### config.mk
export PLATFORM = sky130hd
export DESIGN_NAME = servo_frame_receiver
export DESIGN_NICKNAME = d
export VERILOG_FILES = /design/src/hw/rtl/sfr_pkg.sv /design/src/hw/rtl/sfr_ctrl.sv /design/src/hw/rtl/sfr_datapath.sv /design/src/hw/rtl/servo_frame_receiver.sv
export SDC_FILE = /design/constraint.sdc
export NUM_CORES = 1
export LEC_CHECK = 0
export BUFFER_PORTS_ARGS = -buffer_cell sky130_fd_sc_hd__buf_4
export CAP_MARGIN = 20
export CORE_MARGIN = 2
export CORE_UTILIZATION = 65
export DETAILED_ROUTE_END_ITERATION = 10
export GPL_ROUTABILITY_DRIVEN = 0
export PLACE_DENSITY = 0.89
export RECOVER_POWER = 25
export SYNTH_ARGS = -nofsm -noshare
export SYNTH_HDL_FRONTEND = slang
export SYNTH_SLANG_ARGS = --single-unit
### constraint.sdc
create_clock -name clk_i -period 8.85 [get_ports clk_i]
set_input_delay 0.4425 -clock clk_i [delete_from_list [all_inputs] [get_ports clk_i]]
set_output_delay 0.4425 -clock clk_i [all_outputs]
set_load 0.02 [all_outputs]
### src/hw/rtl/sfr_pkg.sv
// ----------------------------------------------------------------------------
// sfr_pkg
// Shared types and constants of the servo frame receiver: item structs,
// result and event codes, controller states and the control/status bundles.
// ----------------------------------------------------------------------------
package sfr_pkg;

  localparam logic [7:0] HdrByte         = 8'h55;
  localparam logic [7:0] LenMin          = 8'd3;
  localparam logic [7:0] LenMax          = 8'd7;
  localparam int         MboxDepth       = 10;
  localparam int         CaptureDepthDef = 16;

  typedef enum logic {
    OpByte = 1'b0,
    OpTake = 1'b1
  } op_e;

  typedef enum logic [1:0] {
    KindStatus = 2'd0,
    KindFrame  = 2'd1,
    KindNone   = 2'd2
  } kind_e;

  typedef enum logic [1:0] {
    EvNone    = 2'd0,
    EvStored  = 2'd1,
    EvDropped = 2'd2,
    EvBadLen  = 2'd3
  } event_e;

  typedef enum logic [1:0] {
    StIdle,
    StCopy,
    StEmit,
    StPlay
  } state_e;

  typedef struct packed {
    op_e        op;
    logic [7:0] rx_byte;
  } in_item_t;

  typedef struct packed {
    kind_e      result_kind;
    event_e     event_res;
    logic [7:0] frame_byte;
    logic [3:0] byte_index;
    logic [2:0] frame_length;
    logic       last;
  } out_item_t;

  // controller -> datapath
  typedef struct packed {
    logic accept_byte;
    logic accept_take;
    logic copy_step;
    logic emit_load;
    logic play_load;
  } sfr_cmd_t;

  // datapath -> controller
  typedef struct packed {
    op_e  op;
    logic store_frame;
    logic mbox_full;
    logic copy_done;
    logic play_last;
    logic out_free;
  } sfr_sts_t;

endpackage

### src/hw/rtl/sfr_ctrl.sv
// ----------------------------------------------------------------------------
// sfr_ctrl
// Controller: sequences byte intake, capture-to-mailbox copy, status emit and
// frame read-out.
// ----------------------------------------------------------------------------
module sfr_ctrl
  import sfr_pkg::*;
(
  input  logic     clk_i,
  input  logic     rst_ni,
  input  logic     in_valid_i,
  output logic     in_ready_o,
  input  sfr_sts_t sts_i,
  output sfr_cmd_t cmd_o
);

  state_e state_q, state_d;

  always_ff @(posedge clk_i or negedge rst_ni) begin
    if (!rst_ni) begin
      state_q <= StIdle;
    end else begin
      state_q <= state_d;
    end
  end

  always_comb begin
    state_d    = state_q;
    in_ready_o = 1'b0;
    cmd_o      = '0;
    case (state_q)
      StIdle: begin
        in_ready_o = 1'b1;
        if (in_valid_i) begin
          if (sts_i.op == OpByte) begin
            cmd_o.accept_byte = 1'b1;
            state_d = sts_i.store_frame ? StCopy : StEmit;
          end else begin
            cmd_o.accept_take = 1'b1;
            state_d = sts_i.mbox_full ? StPlay : StEmit;
          end
        end
      end
      StCopy: begin
        cmd_o.copy_step = 1'b1;
        if (sts_i.copy_done) begin
          state_d = StEmit;
        end
      end
      StEmit: begin
        if (sts_i.out_free) begin
          cmd_o.emit_load = 1'b1;
          state_d = StIdle;
        end
      end
      StPlay: begin
        if (sts_i.out_free) begin
          cmd_o.play_load = 1'b1;
          if (sts_i.play_last) begin
            state_d = StIdle;
          end
        end
      end
      default: begin
        state_d = StIdle;
      end
    endcase
  end

endmodule

### src/hw/rtl/sfr_datapath.sv
// ----------------------------------------------------------------------------
// sfr_datapath
// Reception state, capture memory, mailbox memory and the output register.
// ----------------------------------------------------------------------------
module sfr_datapath
  import sfr_pkg::*;
#(
  parameter int CAPTURE_DEPTH = CaptureDepthDef
) (
  input  logic      clk_i,
  input  logic      rst_ni,
  input  in_item_t  in_data_i,
  input  logic      out_ready_i,
  output logic      out_valid_o,
  output out_item_t out_data_o,
  input  sfr_cmd_t  cmd_i,
  output sfr_sts_t  sts_o
);

  localparam int CapAw = $clog2(CAPTURE_DEPTH);

  // reception state
  logic       in_frame_q, header_seen_q;
  logic [3:0] pos_q;
  logic [2:0] exp_len_q;
  logic       mbox_full_q;
  logic [2:0] mbox_len_q;

  // per-item registers
  kind_e      kind_q;
  event_e     ev_q;
  logic [3:0] copy_idx_q;
  logic [3:0] play_idx_q;
  logic       wr_en_q;
  logic [3:0] wr_idx_q;
  logic [7:0] cap_rd_q;
  logic [7:0] mb_rd_q;

  logic       out_valid_q;
  out_item_t  out_q;

  logic [7:0] cap_mem [CAPTURE_DEPTH];
  logic [7:0] mb_mem  [MboxDepth];

  // next-state of reception for the byte on the input
  logic [7:0] rx_b;
  logic       hs_n, inf_n, active, cap_we, store;
  logic [3:0] pos_h, pos_n;
  logic [2:0] exp_n;
  event_e     ev_n;

  assign rx_b = in_data_i.rx_byte;

  always_comb begin
    hs_n   = header_seen_q;
    pos_h  = pos_q;
    active = in_frame_q;
    inf_n  = in_frame_q;
    exp_n  = exp_len_q;
    ev_n   = EvNone;
    cap_we = 1'b0;
    store  = 1'b0;
    if (!in_frame_q) begin
      if (rx_b == HdrByte) begin
        if (header_seen_q) begin
          hs_n   = 1'b0;
          active = 1'b1;
          pos_h  = 4'd1;
        end else begin
          hs_n = 1'b1;
        end
      end else begin
        hs_n  = 1'b0;
        pos_h = 4'd0;
      end
    end
    pos_n = pos_h;
    inf_n = active;
    if (active) begin
      cap_we = (32'(pos_h) < CAPTURE_DEPTH);
      pos_n  = pos_h + 4'd1;
      if (pos_h == 4'd3 && (rx_b < LenMin || rx_b > LenMax)) begin
        ev_n  = EvBadLen;
        exp_n = LenMin[2:0];
        inf_n = 1'b0;
      end else begin
        if (pos_h == 4'd3) begin
          exp_n = rx_b[2:0];
        end
        if (pos_n == {1'b0, exp_n} + 4'd3) begin
          if (!mbox_full_q) begin
            store = 1'b1;
            ev_n  = EvStored;
          end else begin
            ev_n = EvDropped;
          end
          inf_n = 1'b0;
        end
      end
    end
  end

  logic [3:0] mb_total;
  logic [3:0] play_nxt;
  logic       play_rd;
  logic       out_free;

  assign mb_total = {1'b0, mbox_len_q} + 4'd3;
  assign play_nxt = play_idx_q + 4'd1;
  assign play_rd  = cmd_i.play_load && (play_nxt < mb_total);
  assign out_free = !out_valid_q || out_ready_i;

  always_ff @(posedge clk_i or negedge rst_ni) begin
    if (!rst_ni) begin
      in_frame_q    <= 1'b0;
      header_seen_q <= 1'b0;
      pos_q         <= 4'd0;
      exp_len_q     <= LenMin[2:0];
      mbox_full_q   <= 1'b0;
      mbox_len_q    <= 3'd0;
      wr_en_q       <= 1'b0;
      out_valid_q   <= 1'b0;
    end else begin
      wr_en_q <= cmd_i.copy_step;
      if (cmd_i.accept_byte) begin
        in_frame_q    <= inf_n;
        header_seen_q <= hs_n;
        pos_q         <= pos_n;
        exp_len_q     <= exp_n;
        if (store) begin
          mbox_full_q <= 1'b1;
          mbox_len_q  <= exp_n;
        end
      end
      if (cmd_i.accept_take) begin
        mbox_full_q <= 1'b0;
      end
      if (cmd_i.emit_load || cmd_i.play_load) begin
        out_valid_q <= 1'b1;
      end else if (out_ready_i) begin
        out_valid_q <= 1'b0;
      end
    end
  end

  always_ff @(posedge clk_i) begin
    if (cmd_i.accept_byte) begin
      kind_q     <= KindStatus;
      ev_q       <= ev_n;
      copy_idx_q <= 4'd1;
    end
    if (cmd_i.accept_take) begin
      kind_q     <= KindNone;
      ev_q       <= EvNone;
      play_idx_q <= 4'd0;
    end
    if (cmd_i.copy_step) begin
      copy_idx_q <= copy_idx_q + 4'd1;
      wr_idx_q   <= copy_idx_q;
    end
    if (cmd_i.play_load) begin
      play_idx_q <= play_nxt;
    end
    if (cmd_i.emit_load) begin
      out_q.result_kind  <= kind_q;
      out_q.event_res    <= ev_q;
      out_q.frame_byte   <= 8'd0;
      out_q.byte_index   <= 4'd0;
      out_q.frame_length <= 3'd0;
      out_q.last         <= 1'b1;
    end else if (cmd_i.play_load) begin
      out_q.result_kind  <= KindFrame;
      out_q.event_res    <= EvNone;
      // byte 0 is the header byte and is not stored
      out_q.frame_byte   <= (play_idx_q == 4'd0) ? HdrByte : mb_rd_q;
      out_q.byte_index   <= play_idx_q;
      out_q.frame_length <= mbox_len_q;
      out_q.last         <= (play_nxt == mb_total);
    end
  end

  // capture memory: written on byte intake, read during the copy sweep
  always_ff @(posedge clk_i) begin
    if (cmd_i.accept_byte && cap_we) begin
      cap_mem[CapAw'(pos_h)] <= rx_b;
    end
    if (cmd_i.copy_step) begin
      cap_rd_q <= cap_mem[CapAw'(copy_idx_q)];
    end
  end

  // mailbox memory: written in the cycle after the capture read
  always_ff @(posedge clk_i) begin
    if (wr_en_q) begin
      mb_mem[wr_idx_q] <= cap_rd_q;
    end
    if (play_rd) begin
      mb_rd_q <= mb_mem[play_nxt];
    end
  end

  assign sts_o.op          = in_data_i.op;
  assign sts_o.store_frame = store;
  assign sts_o.mbox_full   = mbox_full_q;
  assign sts_o.copy_done   = (copy_idx_q == mb_total - 4'd1);
  assign sts_o.play_last   = (play_nxt == mb_total);
  assign sts_o.out_free    = out_free;

  assign out_valid_o = out_valid_q;
  assign out_data_o  = out_q;

endmodule

### src/hw/rtl/servo_frame_receiver.sv
// ----------------------------------------------------------------------------
// servo_frame_receiver
// Receive framer for 0x55 0x55 headed servo frames with a one-frame mailbox.
// ----------------------------------------------------------------------------
// Each input transfer is either a received byte or a take request. A byte
// returns one status transfer (event: none, stored, dropped, bad length)
// from the emit state through the output register; the byte that completes
// a frame while the mailbox is empty first runs a capture-to-mailbox copy of
// length+2 bytes (one byte per cycle through the capture memory read port).
// A take returns either one "no frame" transfer or length+3 frame-byte
// transfers, one per cycle while out_ready_i is high, paced by the mailbox
// read port. The block handles one item at a time and takes the next one as
// soon as the last result sits in the output register. No reset clearing
// pass: both memories are written before they are read.
// ----------------------------------------------------------------------------
module servo_frame_receiver
  import sfr_pkg::*;
#(
  parameter int CAPTURE_DEPTH = CaptureDepthDef
) (
  input  logic      clk_i,
  input  logic      rst_ni,
  input  logic      in_valid_i,
  output logic      in_ready_o,
  input  in_item_t  in_data_i,
  output logic      out_valid_o,
  input  logic      out_ready_i,
  output out_item_t out_data_o
);

  sfr_cmd_t cmd;
  sfr_sts_t sts;

  sfr_ctrl u_ctrl (
    .clk_i      (clk_i),
    .rst_ni     (rst_ni),
    .in_valid_i (in_valid_i),
    .in_ready_o (in_ready_o),
    .sts_i      (sts),
    .cmd_o      (cmd)
  );

  sfr_datapath #(
    .CAPTURE_DEPTH (CAPTURE_DEPTH)
  ) u_datapath (
    .clk_i       (clk_i),
    .rst_ni      (rst_ni),
    .in_data_i   (in_data_i),
    .out_ready_i (out_ready_i),
    .out_valid_o (out_valid_o),
    .out_data_o  (out_data_o),
    .cmd_i       (cmd),
    .sts_o       (sts)
  );

endmodule
* After elaboration in Yosys (flattened, before gate mapping) *
Memory sizes are Yosys's and may differ from the RTL's. A register that Yosys moved wholly into a read port is not among the register bits.
Cells that the tools add are included.

word-level totals
  memory bits (writable) = 208
  word-level logic and storage cells = 125
  latch bits = 0
  output and inout port bits = 22
  ROM bits = 0
  memories kept = 2
  register bits = 52

operators by class
  muxes and demuxes = 60
  multiply operators = 0
  shift operators = 0
  equality and inequality tests = 13
  order comparisons = 3
  reductions and logical operators = 19
  bitwise gates (word level) = 1
  add/sub/neg operators = 6
  div/mod/pow operators = 0

memory list
  memory              words  width  read ports  clocked after memory_dff  wr ports  line                text
  u_datapath.cap_mem  16     8      1           1                         1         sfr_datapath.sv:42  logic [7:0] cap_mem [CAPTURE_DEPTH];
  u_datapath.mb_mem   10     8      1           1                         1         sfr_datapath.sv:43  logic [7:0] mb_mem [MboxDepth];

operator list
  cell                 number
  $mux 20              2
  $mux 4               8
  $mux 1               30
  $mux 2               13
  $mux 3               5
  $add 4x1->4 const B  3
  $eq 4x4->1           3
  $reduce_bool 2->1    6
  $add 3x2->4 const B  2
  $eq 8x7->1 const B   1
  $gt 8x3->1 const B   1
  $lt 8x2->1 const B   1
  $mux 8               1
  $pmux 2 s4           1
  $ne 2x2->1 const B   3
  $reduce_and 2->1     3
  $reduce_and 5->1     1
  $eq 2x2->1 const B   2
  $eq 4x2->1 const B   1
  $logic_not 4->1      1
  $lt 4x4->1           1
  $ne 2x1->1 const B   2
  $sub 4x1->4 const B  1
  $logic_and 1x1->1    3
  other kinds (5)      7

* Depth between registers and ports, before layout *
Gate-level depths: netlist (run 1).

  depth in word-level cells = 16
  depth in mapped cells = 13
  gate-level depth less buffers = 12

* By module *
Synthesis (run 1) repeated with hierarchy kept, for this count alone.

second synthesis, totals
  cells, all modules = 737
  area, all modules = 11537.3 µm²

modules (own cells, without submodules)
  module        times used  cells an instance  area an instance (µm²)
  sfr_datapath  1           717                11385.9
  sfr_ctrl      1           20                 151.4

* Least setup slack after synthesis (run 1) *
Ideal clock, no wire load.

  path kind = input to register
  start = in in_data_i[1] in the netlist's numbering
  end = reg u_ctrl.state_q[1]
  slack = 5.131 ns
  cell stages on the path = 11
  data required time = 8.721 ns
  path buffers = 1
  data arrival time = 3.589 ns
  cell sequence = or4_4 > o31ai_4 > and2_2 > ha_1 > buf_2 > a21boi_0 > nor4_1 > or3b_1 > a211oi_2 > o21ai_1 > o41a_1

between the ends
  cells in the longest elaborated chain, start to end = 16
  elaborated cells on any way between the ends = 23
  those cells by class = add/sub (2); order compare (2); eq/ne (3); mux (14); reduce/logical (2)

RTL lines
  element               line                                    text
  from (decl)           servo_frame_receiver.sv:25              input in_item_t in_data_i,
  $eq 8x7->1            sfr_datapath.sv:64                      if (rx_b == HdrByte) begin
  $mux 4                sfr_datapath.sv:64
  $mux 4                sfr_datapath.sv:63                      if (!in_frame_q) begin
  $eq 4x2->1            sfr_datapath.sv:82, sfr_datapath.sv:87
  $mux 3                sfr_datapath.sv:87                      if (pos_h == 4'd3) begin
  $mux 3                sfr_datapath.sv:82                      if (pos_h == 4'd3 && (rx_b < LenMin || rx_b > LenMax)) begin
  $mux 3                sfr_datapath.sv:79                      if (active) begin
  $add 3x2->4           sfr_datapath.sv:90                      if (pos_n == {1'b0, exp_n} + 4'd3) begin
  $eq 4x4->1            sfr_datapath.sv:90
  $mux 1                sfr_datapath.sv:90
  $mux 1                sfr_datapath.sv:82
  $mux 1 (*)            sfr_datapath.sv:79
  $mux 2 (*)            sfr_ctrl.sv:37                          state_d = sts_i.store_frame ? StCopy : StEmit;
  $mux 2 (*)            sfr_ctrl.sv:35                          if (sts_i.op == OpByte) begin
  $mux 2 (*)            sfr_ctrl.sv:34                          if (in_valid_i) begin
  $pmux 2 s4 (*)        sfr_ctrl.sv:31                          case (state_q)
  to (signal assigned)  sfr_ctrl.sv:21                          state_q <= StIdle;
  to (signal assigned)  sfr_ctrl.sv:23                          state_q <= state_d;
  to (decl)             sfr_ctrl.sv:17                          state_e state_q, state_d;

Every way passes the cells marked *; elsewhere a longest branch is shown, timed or not. The select of a mux whose other input is x is not followed.
A chain may end at the register's enable or synchronous reset.

* Worst setup path after layout (run 1) *
  start = in in_data_i[2] in the netlist's numbering
  end = reg u_ctrl.state_q[1]

The elaborated chain is that of the path after synthesis.

==> results of run 1 <==
[cells in the final DEF (no fill, tap or decap), drive strengths merged, types with 4 or more instances in the layout]
cell	instances
nor2b	11
xor2	6
mux2i	12
nand3b	4
nor3	12
a211oi	14
dfrtp	15
and3	6
xnor2	6
nand4	4
clkbuf	49
and2	6
nor2	27
buf	33
nand3	18
dfxtp	19
nor3b	6
edfxtp	240
ha	13
nand2	47
mux4	56
a21oi	16
a31oi	4
inv	21
o21ai	25
clkinv	5
nand2b	10
[tightest hold or removal path, cell delays in order]
cell and delay, ps:
buf_4 80, nand2b_1 130, nand2b_1 60
[report_power, final]
| part | switching [mW] | total, mW | leakage [nW] | internal [mW] |
|---|---|---|---|---|
| Clock | 0.458 | 1.13 | 0.423 | 0.674 |
| Combinational | 0.404 | 0.710 | 1.31 | 0.306 |
| Sequential | 0.115 | 1.69 | 2.53 | 1.58 |
| Total | 0.977 | 3.54 | 4.26 | 2.56 |
[Yosys cell counts, drive strengths merged (8+ instances only)]
cell type  instances  area share
edfxtp           240        0.64
mux4              56        0.11
nand2             47       0.016
nor2              27      0.0090
o21ai             25       0.011
inv               21      0.0070
clkbuf            19      0.0063
dfxtp             19       0.034
nand3             18      0.0080
a21oi             16      0.0071
dfrtp             15       0.033
a211oi            14      0.0098
ha                13       0.014
mux2i             12       0.011
nor3              12      0.0053
nor2b             11      0.0061
nand2b            10      0.0056
buf                8      0.0029
[state kept, by name, summed over array words and instances (netlist names), 3 cells and up]
signal	cells
u_datapath.out_data_o	20
u_datapath.mb_rd_q	8
u_datapath.cap_mem	128
u_datapath.mb_mem	80
u_datapath.mbox_len_q	3
u_datapath.cap_rd_q	8
u_datapath.copy_idx_q	4
u_datapath.wr_idx_q	4
u_datapath.exp_len_q	3
u_datapath.play_idx_q	4
u_datapath.pos_q	4
[stage by stage]
step / setup slack [ps] / instance area (µm²)
floorplan: 5130 / 11200
global placement: 4590 / 11700
detailed placement: 4370 / 11700
CTS: 4760 / 12600
global route: 4090 / 12600
finish: 4280 / 12600
[layer usage]
metal  vias to the layer above  GRT usage
li1                       2683          -
met1                      3125      0.330
met2                       383      0.486
met3                       108     0.0531
met4                         0      0.105
met5                         -          0
[repair_timing]
| item | 4_1_cts | 5_1_grt |
|---|---|---|
| endpoints found under the setup margin | 0 | 0 |
| hold buffers | 1 | 0 |
| endpoints found under the hold margin | 15 | 0 |
[worst min path at each step]
stage               slack [ps]        start  depth (start not counted)                endpoint
finish                     240  out_ready_i                          3  u_datapath.out_valid_o
global route               250  out_ready_i                          3  u_datapath.out_valid_o
CTS                        230  out_ready_i                          3  u_datapath.out_valid_o
detailed placement         320       rst_ni                          1  u_datapath.out_valid_o
global placement           320       rst_ni                          1  u_datapath.out_valid_o
floorplan                  150       rst_ni                          0       u_ctrl.state_q[0]
[final cells by class]
| type | count | area [µm²] |
|---|---|---|
| inverters | 21 | 78.8 |
| well taps | 225 | 282 |
| clock inverters | 9 | 124 |
| clock buffers | 39 | 751 |
| fillers | 918 | 4520 |
| multi-input cells | 335 | 3060 |
| flip-flops and latches | 276 | 8020 |
| repair buffers | 44 | 294 |
[kinds of logic (layout without fill, tap and decap cells)]
| logic type | count (synthesis) | count (layout) | synth area share |
|---|---|---|---|
| buffers and inverters | 48 | 113 | 0.0163 |
| adders and majority gates | 13 | 13 | 0.0145 |
| DFF | 276 | 276 | 0.714 |
| and+or+nand+nor | 164 | 164 | 0.0747 |
| AOI/OAI and AO/OA | 77 | 77 | 0.0477 |
| muxes | 69 | 69 | 0.124 |
| xor gates and xnor gates | 12 | 12 | 0.00936 |
==> results.sh, run 1 <==
export IMPL_status="finished clean"
export IMPL_chipWidth_um=135
export IMPL_cpPeakStageDelay_ps=770
export IMPL_diodes=0
export IMPL_tightest_slew_ps=1140
export IMPL_num_vias=6299
export IMPL_synthesis_nets=685
export IMPL_drive_gt1_frac=0.203
export IMPL_start_util=0.656
export IMPL_crit_fanout=23
export IMPL_slew_headroom=0.238
export IMPL_total_power_mw=3.54
export IMPL_dieHeight_um=135
export IMPL_grt_pass1_vias=6328
export IMPL_synth_flop_cell="edfxtp_1"
export IMPL_final_cells=949
export IMPL_cp_depth=12
export IMPL_critical_path_buf_inv_count=2
export IMPL_synth_cell_types=58
export IMPL_core_mm2=0.0171
export IMPL_tns_ps=0
export IMPL_post_dp_hpwl_mm=14.2
export IMPL_yosysWarnings=0
export IMPL_grt_start_max_net_pins=38
export IMPL_setup_viol=0
export IMPL_wl_per_cell_um=25.9
export IMPL_clkSinkCount=276
export IMPL_maxCapViolCount=0
export IMPL_antenna_left=0
export IMPL_ys_ff_latch=276
export IMPL_drc=0
export IMPL_slew_violations=0
export IMPL_fin_crit_sh=0.516
export IMPL_crit_start="in_data_i[2]"
export IMPL_hold_viol=0
export IMPL_path_class="primary input to flop"
export IMPL_wl_met1_mm=8.46
export IMPL_synthesis_area_mm2=0.0112
export IMPL_endpoint="u_ctrl.state_q[1]"
export IMPL_reg2reg_depth=11
export IMPL_drt_iter0_drc=733
export IMPL_synth_async_reset_ratio=0.0616
export IMPL_postCtsSetupRepairBufs=0
export IMPL_finalNetCount=730
export IMPL_crit_slowest_cell="nor4_1"
export IMPL_place_inst=898
export IMPL_finalClockSkew_ps=11.3
export IMPL_wirelength_mm=24.6
export IMPL_top_layer_used="met4"
export IMPL_endpoint_kind="flop"
export IMPL_synth_edff_count=240
export IMPL_grt_pass1_wl_mm=36.4
export IMPL_insertion_delay_ps=520
export IMPL_crit_chain="clkbuf_1 -> nand4_1 -> nor2_1 -> o22ai_1 -> inv_1 -> ha_1 -> a21boi_0 -> nor4_1 -> or3b_1 -> a211oi_2 -> o21ai_1 -> o41a_1"
export IMPL_final_core_util=0.736
export IMPL_antenna_found_initial=0
export IMPL_ff2ff_setup_slack_ps=4530
export IMPL_cp_required_ps=9250
export IMPL_cts_root_buf="clkbuf_16"
export IMPL_rows=48
export IMPL_clockBufferDepth=3
export IMPL_syn_instance_count=659
export IMPL_leakage_nw=4.26
export IMPL_powerDensity_mw_per_mm2=281
export IMPL_timing_rr_start="u_datapath.in_frame_q"
export IMPL_grt_use_total=0.272
export IMPL_arrival_ps=4970
export IMPL_port_buffer_count=34
export IMPL_top_level_ports=35
export IMPL_ctsResizeCount=0
export IMPL_synth_seq_area_share=0.714
export IMPL_cts_tree="yes"
export IMPL_fp_dieArea_mm2=0.0183
export IMPL_worst_hold_path_type="primary input to flop"
export IMPL_dr_wl_met3_mm=1.87
export IMPL_r2r_end="u_ctrl.state_q[1]"
export IMPL_syn_avg_cell_area_um2=17.0
export IMPL_period_minus_slack_ps=4570
export IMPL_globalRouteOverflowTotal=0
export IMPL_hold_ws_ps=239
export IMPL_met2_length_mm=13.1
export IMPL_numCtsBuffers=26
export IMPL_fmax_ghz=0.219
export IMPL_viasPerCell=6.64
export IMPL_rsz0062_at_grt="false"
export IMPL_dr_pass1_iters=6
export IMPL_path_delay_family="simple AND/OR/NAND/NOR gates"
export IMPL_cts_htree_levels=1
export IMPL_area_growth_pct=12.2
export IMPL_clk_pin_slew_ps=60
export IMPL_ir_worst_vdd_v=0.000256
export IMPL_start_kind="primary input"
Power figures use the tool's default switching activity.
==> inputs of run 2 (changes only) <==
--- a/config.mk
+++ b/config.mk
@@ -5,13 +5,14 @@
 export SDC_FILE = /design/constraint.sdc
 export NUM_CORES = 1
 export LEC_CHECK = 0
+export ABC_AREA = 1
 export BUFFER_PORTS_ARGS = -buffer_cell sky130_fd_sc_hd__buf_4
 export CAP_MARGIN = 20
 export CORE_MARGIN = 2
-export CORE_UTILIZATION = 65
+export CORE_UTILIZATION = 56
 export DETAILED_ROUTE_END_ITERATION = 10
 export GPL_ROUTABILITY_DRIVEN = 0
-export PLACE_DENSITY = 0.89
+export PLACE_DENSITY = 0.82
 export RECOVER_POWER = 25
 export SYNTH_ARGS = -nofsm -noshare
 export SYNTH_HDL_FRONTEND = slang
==> constraint.sdc (replaced) <==
create_clock -name clk_i -period 3.8 [get_ports clk_i]
set_input_delay 0.19 -clock clk_i [delete_from_list [all_inputs] [get_ports clk_i]]
set_output_delay 0.19 -clock clk_i [all_outputs]
set_load 0.02 [all_outputs]
==> results.sh, run 2 <==
export IMPL_status="finished clean"
export IMPL_globalRouteOverflowTotal=0
export IMPL_layout_common_cells="240 x edfxtp_1, 132 x nor2_1, 113 x nand2_1"
export IMPL_clkSinkCount=276
export IMPL_crit_start="u_ctrl.state_q[0]"
export IMPL_ys_ff_latch=276
export IMPL_finalClockSkew_ps=11.9
export IMPL_hold_path_startpoint="in_data_i[7]"
export IMPL_syn_instance_count=916
export IMPL_post_dp_hpwl_mm=15.6
export IMPL_grt_use_total=0.229
export IMPL_setup_viol=0
export IMPL_synth_edff_count=240
export IMPL_diodes=0
export IMPL_clockBufferDepth=3
export IMPL_finalNetCount=981
export IMPL_maxCapViolCount=0
export IMPL_start_kind="flop"
export IMPL_synth_most_common_cell="edfxtp_1"
export IMPL_cts_htree_levels=1
export IMPL_grt_pass1_vias=7177
export IMPL_critical_path_buf_inv_count=1
export IMPL_yosysTopAreaCell="edfxtp_1"
export IMPL_core_mm2=0.0201
export IMPL_powerDensity_mw_per_mm2=539
export IMPL_crit_chain="nor2_1 -> nand2_1 -> nor2_1 -> inv_1 -> nor2_2 -> nand2_1 -> nor2_1"
export IMPL_ir_worst_vdd_v=0.000373
export IMPL_r2r_end="u_datapath.cap_mem[9][2]"
export IMPL_crit_top_cell="nor2_1"
export IMPL_num_vias=7319
export IMPL_yosysWarnings=0
export IMPL_synth_flop_cell="edfxtp_1"
export IMPL_hold_path_depth=1
export IMPL_tns_ps=0
export IMPL_tightest_slew_ps=1060
export IMPL_clk_pin_slew_ps=60
export IMPL_top_level_ports=35
export IMPL_total_power_mw=6.87
export IMPL_dieHeight_um=147
export IMPL_cts_root_buf="clkbuf_16"
export IMPL_dr_pass1_iters=5
export IMPL_synth_fa_ha_area_frac=0.0143
export IMPL_crit_fanout=9
export IMPL_mostFrequentLayoutCell="edfxtp_1"
export IMPL_insertion_delay_ps=530
export IMPL_ff2ff_setup_slack_ps=750
export IMPL_synth_cell_types=45
export IMPL_hold_viol=0
export IMPL_timing_rr_start="u_ctrl.state_q[0]"
export IMPL_synth_seq_area_share=0.703
export IMPL_syn_avg_cell_area_um2=12.4
export IMPL_leakage_nw=4.66
export IMPL_rsz0062_at_grt="false"
export IMPL_cts_hold_buf=5
export IMPL_viasPerCell=5.88
export IMPL_antenna_found_initial=0
export IMPL_path_delay_family="simple AND/OR/NAND/NOR gates"
export IMPL_arrival_ps=3210
export IMPL_postCtsSetupRepairBufs=0
export IMPL_drc=0
export IMPL_fmax_ghz=0.327
export IMPL_fp_dieArea_mm2=0.0215
export IMPL_worst_hold_path_type="primary input to flop"
export IMPL_synth_simple_area_share=0.117
export IMPL_rows=52
export IMPL_crit_slowest_cell="nor2_1"
export IMPL_wl_per_cell_um=19.6
export IMPL_port_buffer_count=34
export IMPL_numCtsBuffers=27
export IMPL_synth_mux_area_frac=0.0219
export IMPL_synthesis_area_mm2=0.0114
export IMPL_synthesis_nets=942
export IMPL_start_util=0.567
export IMPL_path_class="flop to flop"
export IMPL_cp_required_ps=3950
export IMPL_ctsResizeCount=0
export IMPL_synth_async_reset_ratio=0.0616
export IMPL_chipWidth_um=147
export IMPL_wirelength_mm=24.4
export IMPL_endpoint_kind="flop"
export IMPL_period_minus_slack_ps=3050
export IMPL_slew_violations=0
export IMPL_synth_top_family_by_area="simple AND/OR/NAND/NOR gates"
export IMPL_largest_reg_flops=128
export IMPL_fin_crit_sh=0.804
export IMPL_slew_headroom=0.291
export IMPL_largest_register="u_datapath.cap_mem"
export IMPL_antenna_left=0
export IMPL_drt_iter0_drc=775
export IMPL_reg2reg_depth=7
export IMPL_synth_compound_area_frac=0.104
export IMPL_grt_pass1_wl_mm=38.5
export IMPL_yosysTopAreaCellShare=0.632
export IMPL_cts_tree="yes"
export IMPL_grt_start_max_net_pins=70
export IMPL_hold_path_end="u_datapath.cap_mem[9][7]"
export IMPL_drive_gt1_frac=0.102
export IMPL_area_growth_pct=11.7
export IMPL_synthTopCellsByCount="240 x edfxtp_1, 132 x nor2_1, 113 x nand2_1, 88 x o21ai_0, 59 x inv_1"
export IMPL_synth_xor_area_share=0.00614
export IMPL_cpPeakStageDelay_ps=650
export IMPL_synthTopCellsByArea="edfxtp_1 63%, nor2_1 4.3%, o21ai_0 3.9%, nand2_1 3.7%, dfxtp_1 3.3%"
-- run 2: cell count changes in the layout (fill, tap and decap cells not counted), moves of 12 or more --
cell,change
o21ai_0,+64
nor2_1,+105
inv_1,+38
mux4_2,-56
a211oi_1,-12
nand2_1,+66
o221ai_1,+26
o22ai_1,+16
mux2i_1,+13
-- run 2: metrics by stage --
stage / worst slack [ps] / cell area, µm² / util / instances / hold slack [ps]
after floorplan: 299 / 11400 / - / 916 / -106
after global placement: 941 / 11900 / 0.593 / 1191 / 68.7
after detailed placement: 800 / 11900 / 0.593 / 1191 / 72.9
after CTS: 782 / 12800 / 0.635 / 1245 / 17.6
after global routing: 572 / 12700 / 0.634 / 1245 / 340
final: 745 / 12700 / 0.634 / 1245 / 287
-- run 2: routing by layer --
metal / share of wire / wire, µm / global-route usage
met1: 0.38 / 9400 / 0.300
met2: 0.52 / 12600 / 0.402
met3: 0.070 / 1710 / 0.0317
met4: 0.028 / 681 / 0.0694
met5: 0 / 0 / 0
-- run 2: layout make-up --
| type | count | area (µm²) |
|---|---|---|
| sequential | 276 | 8020 |
| fill | 1503 | 7360 |
| multi-input combinational | 541 | 3020 |
| clock buffer | 38 | 727 |
| tap | 270 | 338 |
| timing repair buffer | 47 | 335 |
| inverter | 62 | 233 |
| clock inverter | 11 | 76.3 |
-- run 2: kinds of logic after synthesis --
kind of cell / after synthesis
and+or+nand+nor: 304
DFF: 276
muxes: 25
xor gates and xnor gates: 8
buffers and inverters: 99
adders and majority gates: 13
AOI/OAI and AO/OA: 191
-- run 2: power breakdown --
group          switching [mW]  total [mW]  internal [mW]
registers              0.0652        3.45           3.39
logic                   0.674       0.966          0.291
clock network            1.06        2.46           1.39
-- run 2: how the worst max path moves through the flow --
stage | endpoint | cells after the start | slack [ps]
floorplan | u_datapath.mb_rd_q[0] | 11 | 300
global placement | u_datapath.cap_mem[9][7] | 7 | 940
detailed placement | u_datapath.cap_mem[14][7] | 7 | 800
CTS | u_datapath.cap_mem[14][0] | 7 | 780
global route | u_datapath.cap_mem[14][7] | 7 | 570
finish | u_datapath.cap_mem[9][2] | 7 | 750
==> inputs of run 3 (changes only) <==
==> constraint.sdc (replaced) <==
create_clock -name clk_i -period 2.8 [get_ports clk_i]
set_input_delay 0.14 -clock clk_i [delete_from_list [all_inputs] [get_ports clk_i]]
set_output_delay 0.14 -clock clk_i [all_outputs]
set_load 0.02 [all_outputs]
==> results.sh, run 3 (synthesized netlist as in run 2, its figures left out) <==
export IMPL_powerDensity_mw_per_mm2=734
export IMPL_top_level_ports=35
export IMPL_layout_common_cells="240 x edfxtp_1, 132 x nor2_1, 113 x nand2_1"
export IMPL_cp_required_ps=3210
export IMPL_slew_violations=0
export IMPL_num_vias=7511
export IMPL_drc=0
export IMPL_placed_cell_area_mm2=0.0122
export IMPL_crit_fanout=7
export IMPL_critical_path_buf_inv_count=1
export IMPL_cpPeakStageDelay_ps=390
export IMPL_tns_ps=0
export IMPL_chipWidth_um=147
export IMPL_crit_chain="inv_1 -> nand4_1 -> o21ai_2 -> ha_2 -> nand2_4 -> nand2_2 -> nand2_4 -> nand2_4 -> nand2_2 -> nand2_1 -> nand2_1 -> nor2_4 -> nand4_1 -> o21bai_1 -> nand2_1"
export IMPL_rows=52
export IMPL_fmax_ghz=0.390
export IMPL_drive_gt1_frac=0.142
export IMPL_area_growth_pct=15.5
export IMPL_rsz0062_at_grt="false"
export IMPL_fin_crit_sh=0.917
export IMPL_core_mm2=0.0201
export IMPL_hold_viol=0
export IMPL_period_minus_slack_ps=2570
export IMPL_port_buffer_count=34
export IMPL_arrival_ps=2980
export IMPL_fp_dieArea_mm2=0.0215
export IMPL_insertion_delay_ps=530
export IMPL_viasPerCell=5.87
export IMPL_diodes=0
export IMPL_cts_tree="yes"
export IMPL_largest_register="u_datapath.cap_mem"
export IMPL_globalRouteOverflowTotal=0
export IMPL_status="finished clean"
export IMPL_grt_pass1_wl_mm=39.8
export IMPL_postCtsSetupRepairBufs=0
export IMPL_final_core_util=0.655
export IMPL_grt_pass1_vias=7523
export IMPL_slew_headroom=0.286
export IMPL_cts_root_buf="clkbuf_16"
export IMPL_dr_pass1_iters=5
export IMPL_cts_htree_levels=1
export IMPL_design_area_mm2=0.0132
export IMPL_post_dp_hpwl_mm=15.9
export IMPL_path_delay_family="simple AND/OR/NAND/NOR gates"
export IMPL_clockBufferDepth=3
export IMPL_antenna_found_initial=0
export IMPL_drt_iter0_drc=651
export IMPL_dieHeight_um=147
export IMPL_final_cells=1280
export IMPL_setup_viol=0
export IMPL_antenna_left=0
export IMPL_place_inst=1225
export IMPL_wl_per_cell_um=20.0
export IMPL_path_class="flop to flop"
export IMPL_worst_hold_path_type="primary input to flop"
export IMPL_grt_use_total=0.237
export IMPL_clk_pin_slew_ps=60
export IMPL_numCtsBuffers=27
export IMPL_start_kind="flop"
export IMPL_crit_slowest_cell="dfrtp_1"
export IMPL_clkSinkCount=276
export IMPL_maxCapViolCount=0
export IMPL_finalNetCount=1018
export IMPL_ir_worst_vdd_v=0.000588
export IMPL_largest_reg_flops=128
export IMPL_grt_start_max_net_pins=70
export IMPL_tightest_slew_ps=1070
export IMPL_wirelength_mm=25.5
export IMPL_dp_slack_ps=120
export IMPL_fin_ws_ps=234
export IMPL_endpoint_kind="flop"
export IMPL_start_util=0.567
export IMPL_leakage_nw=4.92
export IMPL_finalClockSkew_ps=9.19
export IMPL_mostFrequentLayoutCell="edfxtp_1"
==> run 3: path summary, 6_finish.rpt <==
check                                             to  slack (ps)  cells past startpoint                 startpoint
max reg2reg                        u_ctrl.state_q[1]         230                     15      u_datapath.in_frame_q
min reg2reg                u_datapath.out_data_o[14]         460                      2  u_datapath.out_data_o[14]
min in group asynchronous     u_datapath.out_valid_o         350                      2                     rst_ni
max                                u_ctrl.state_q[1]         230                     15      u_datapath.in_frame_q
max in group asynchronous        u_datapath.pos_q[2]        1800                      2                     rst_ni
min                         u_datapath.header_seen_q          90                      5               in_data_i[0]
==> run 3: cell type report <==
type | count | area, µm²
Multi-Input combinational cell | 541 | 3040
Clock buffer | 37 | 796
Fill cell | 1392 | 6940
Inverter | 62 | 233
Clock inverter | 10 | 111
Timing Repair Buffer | 84 | 637
Tap cell | 270 | 338
Sequential cell | 276 | 8020
==> run 3: worst reg2reg max path, cell delays in order (launching register included) <==
cell	delay (ps)
dfrtp_1	390
inv_1	250
nand4_1	170
o21ai_2	170
ha_2	380
nand2_4	110
nand2_2	120
nand2_4	80
nand2_4	60
nand2_2	60
nand2_1	60
nand2_1	80
nor2_4	160
nand4_1	140
o21bai_1	160
nand2_1	60
==> run 3: layer usage <==
layer  GRT usage  vias to the layer above  part of all wire
li1            -                     3469                 -
met1       0.304                     3630              0.39
met2       0.418                      354              0.51
met3      0.0373                       58             0.068
met4      0.0723                        0             0.029
met5           0                        -                 0
==> run 3: what timing repair did <==
item,in CTS,in global routing
setup endpoints to repair,0,17
gates resized for setup,0,2
hold buffers,8,0
hold endpoints to repair,84,0
==> run 3: metrics by stage <==
stage	hold WS [ps]	total power, mW
2_1_floorplan	-156	5.65
6_report	90.5	9.67
4_1_cts	20.9	9.68
3_3_place_gp	26.0	6.02
5_1_grt	87.2	10.0
3_5_place_dp	29.3	6.07
==> run 3: where the power goes <==
group | leakage, nW | internal [mW] | switching (mW)
combinational | 1.96 | 0.427 | 0.931
clock | 0.447 | 2.17 | 1.48
sequential | 2.52 | 4.59 | 0.0701
total | 4.92 | 7.19 | 2.48
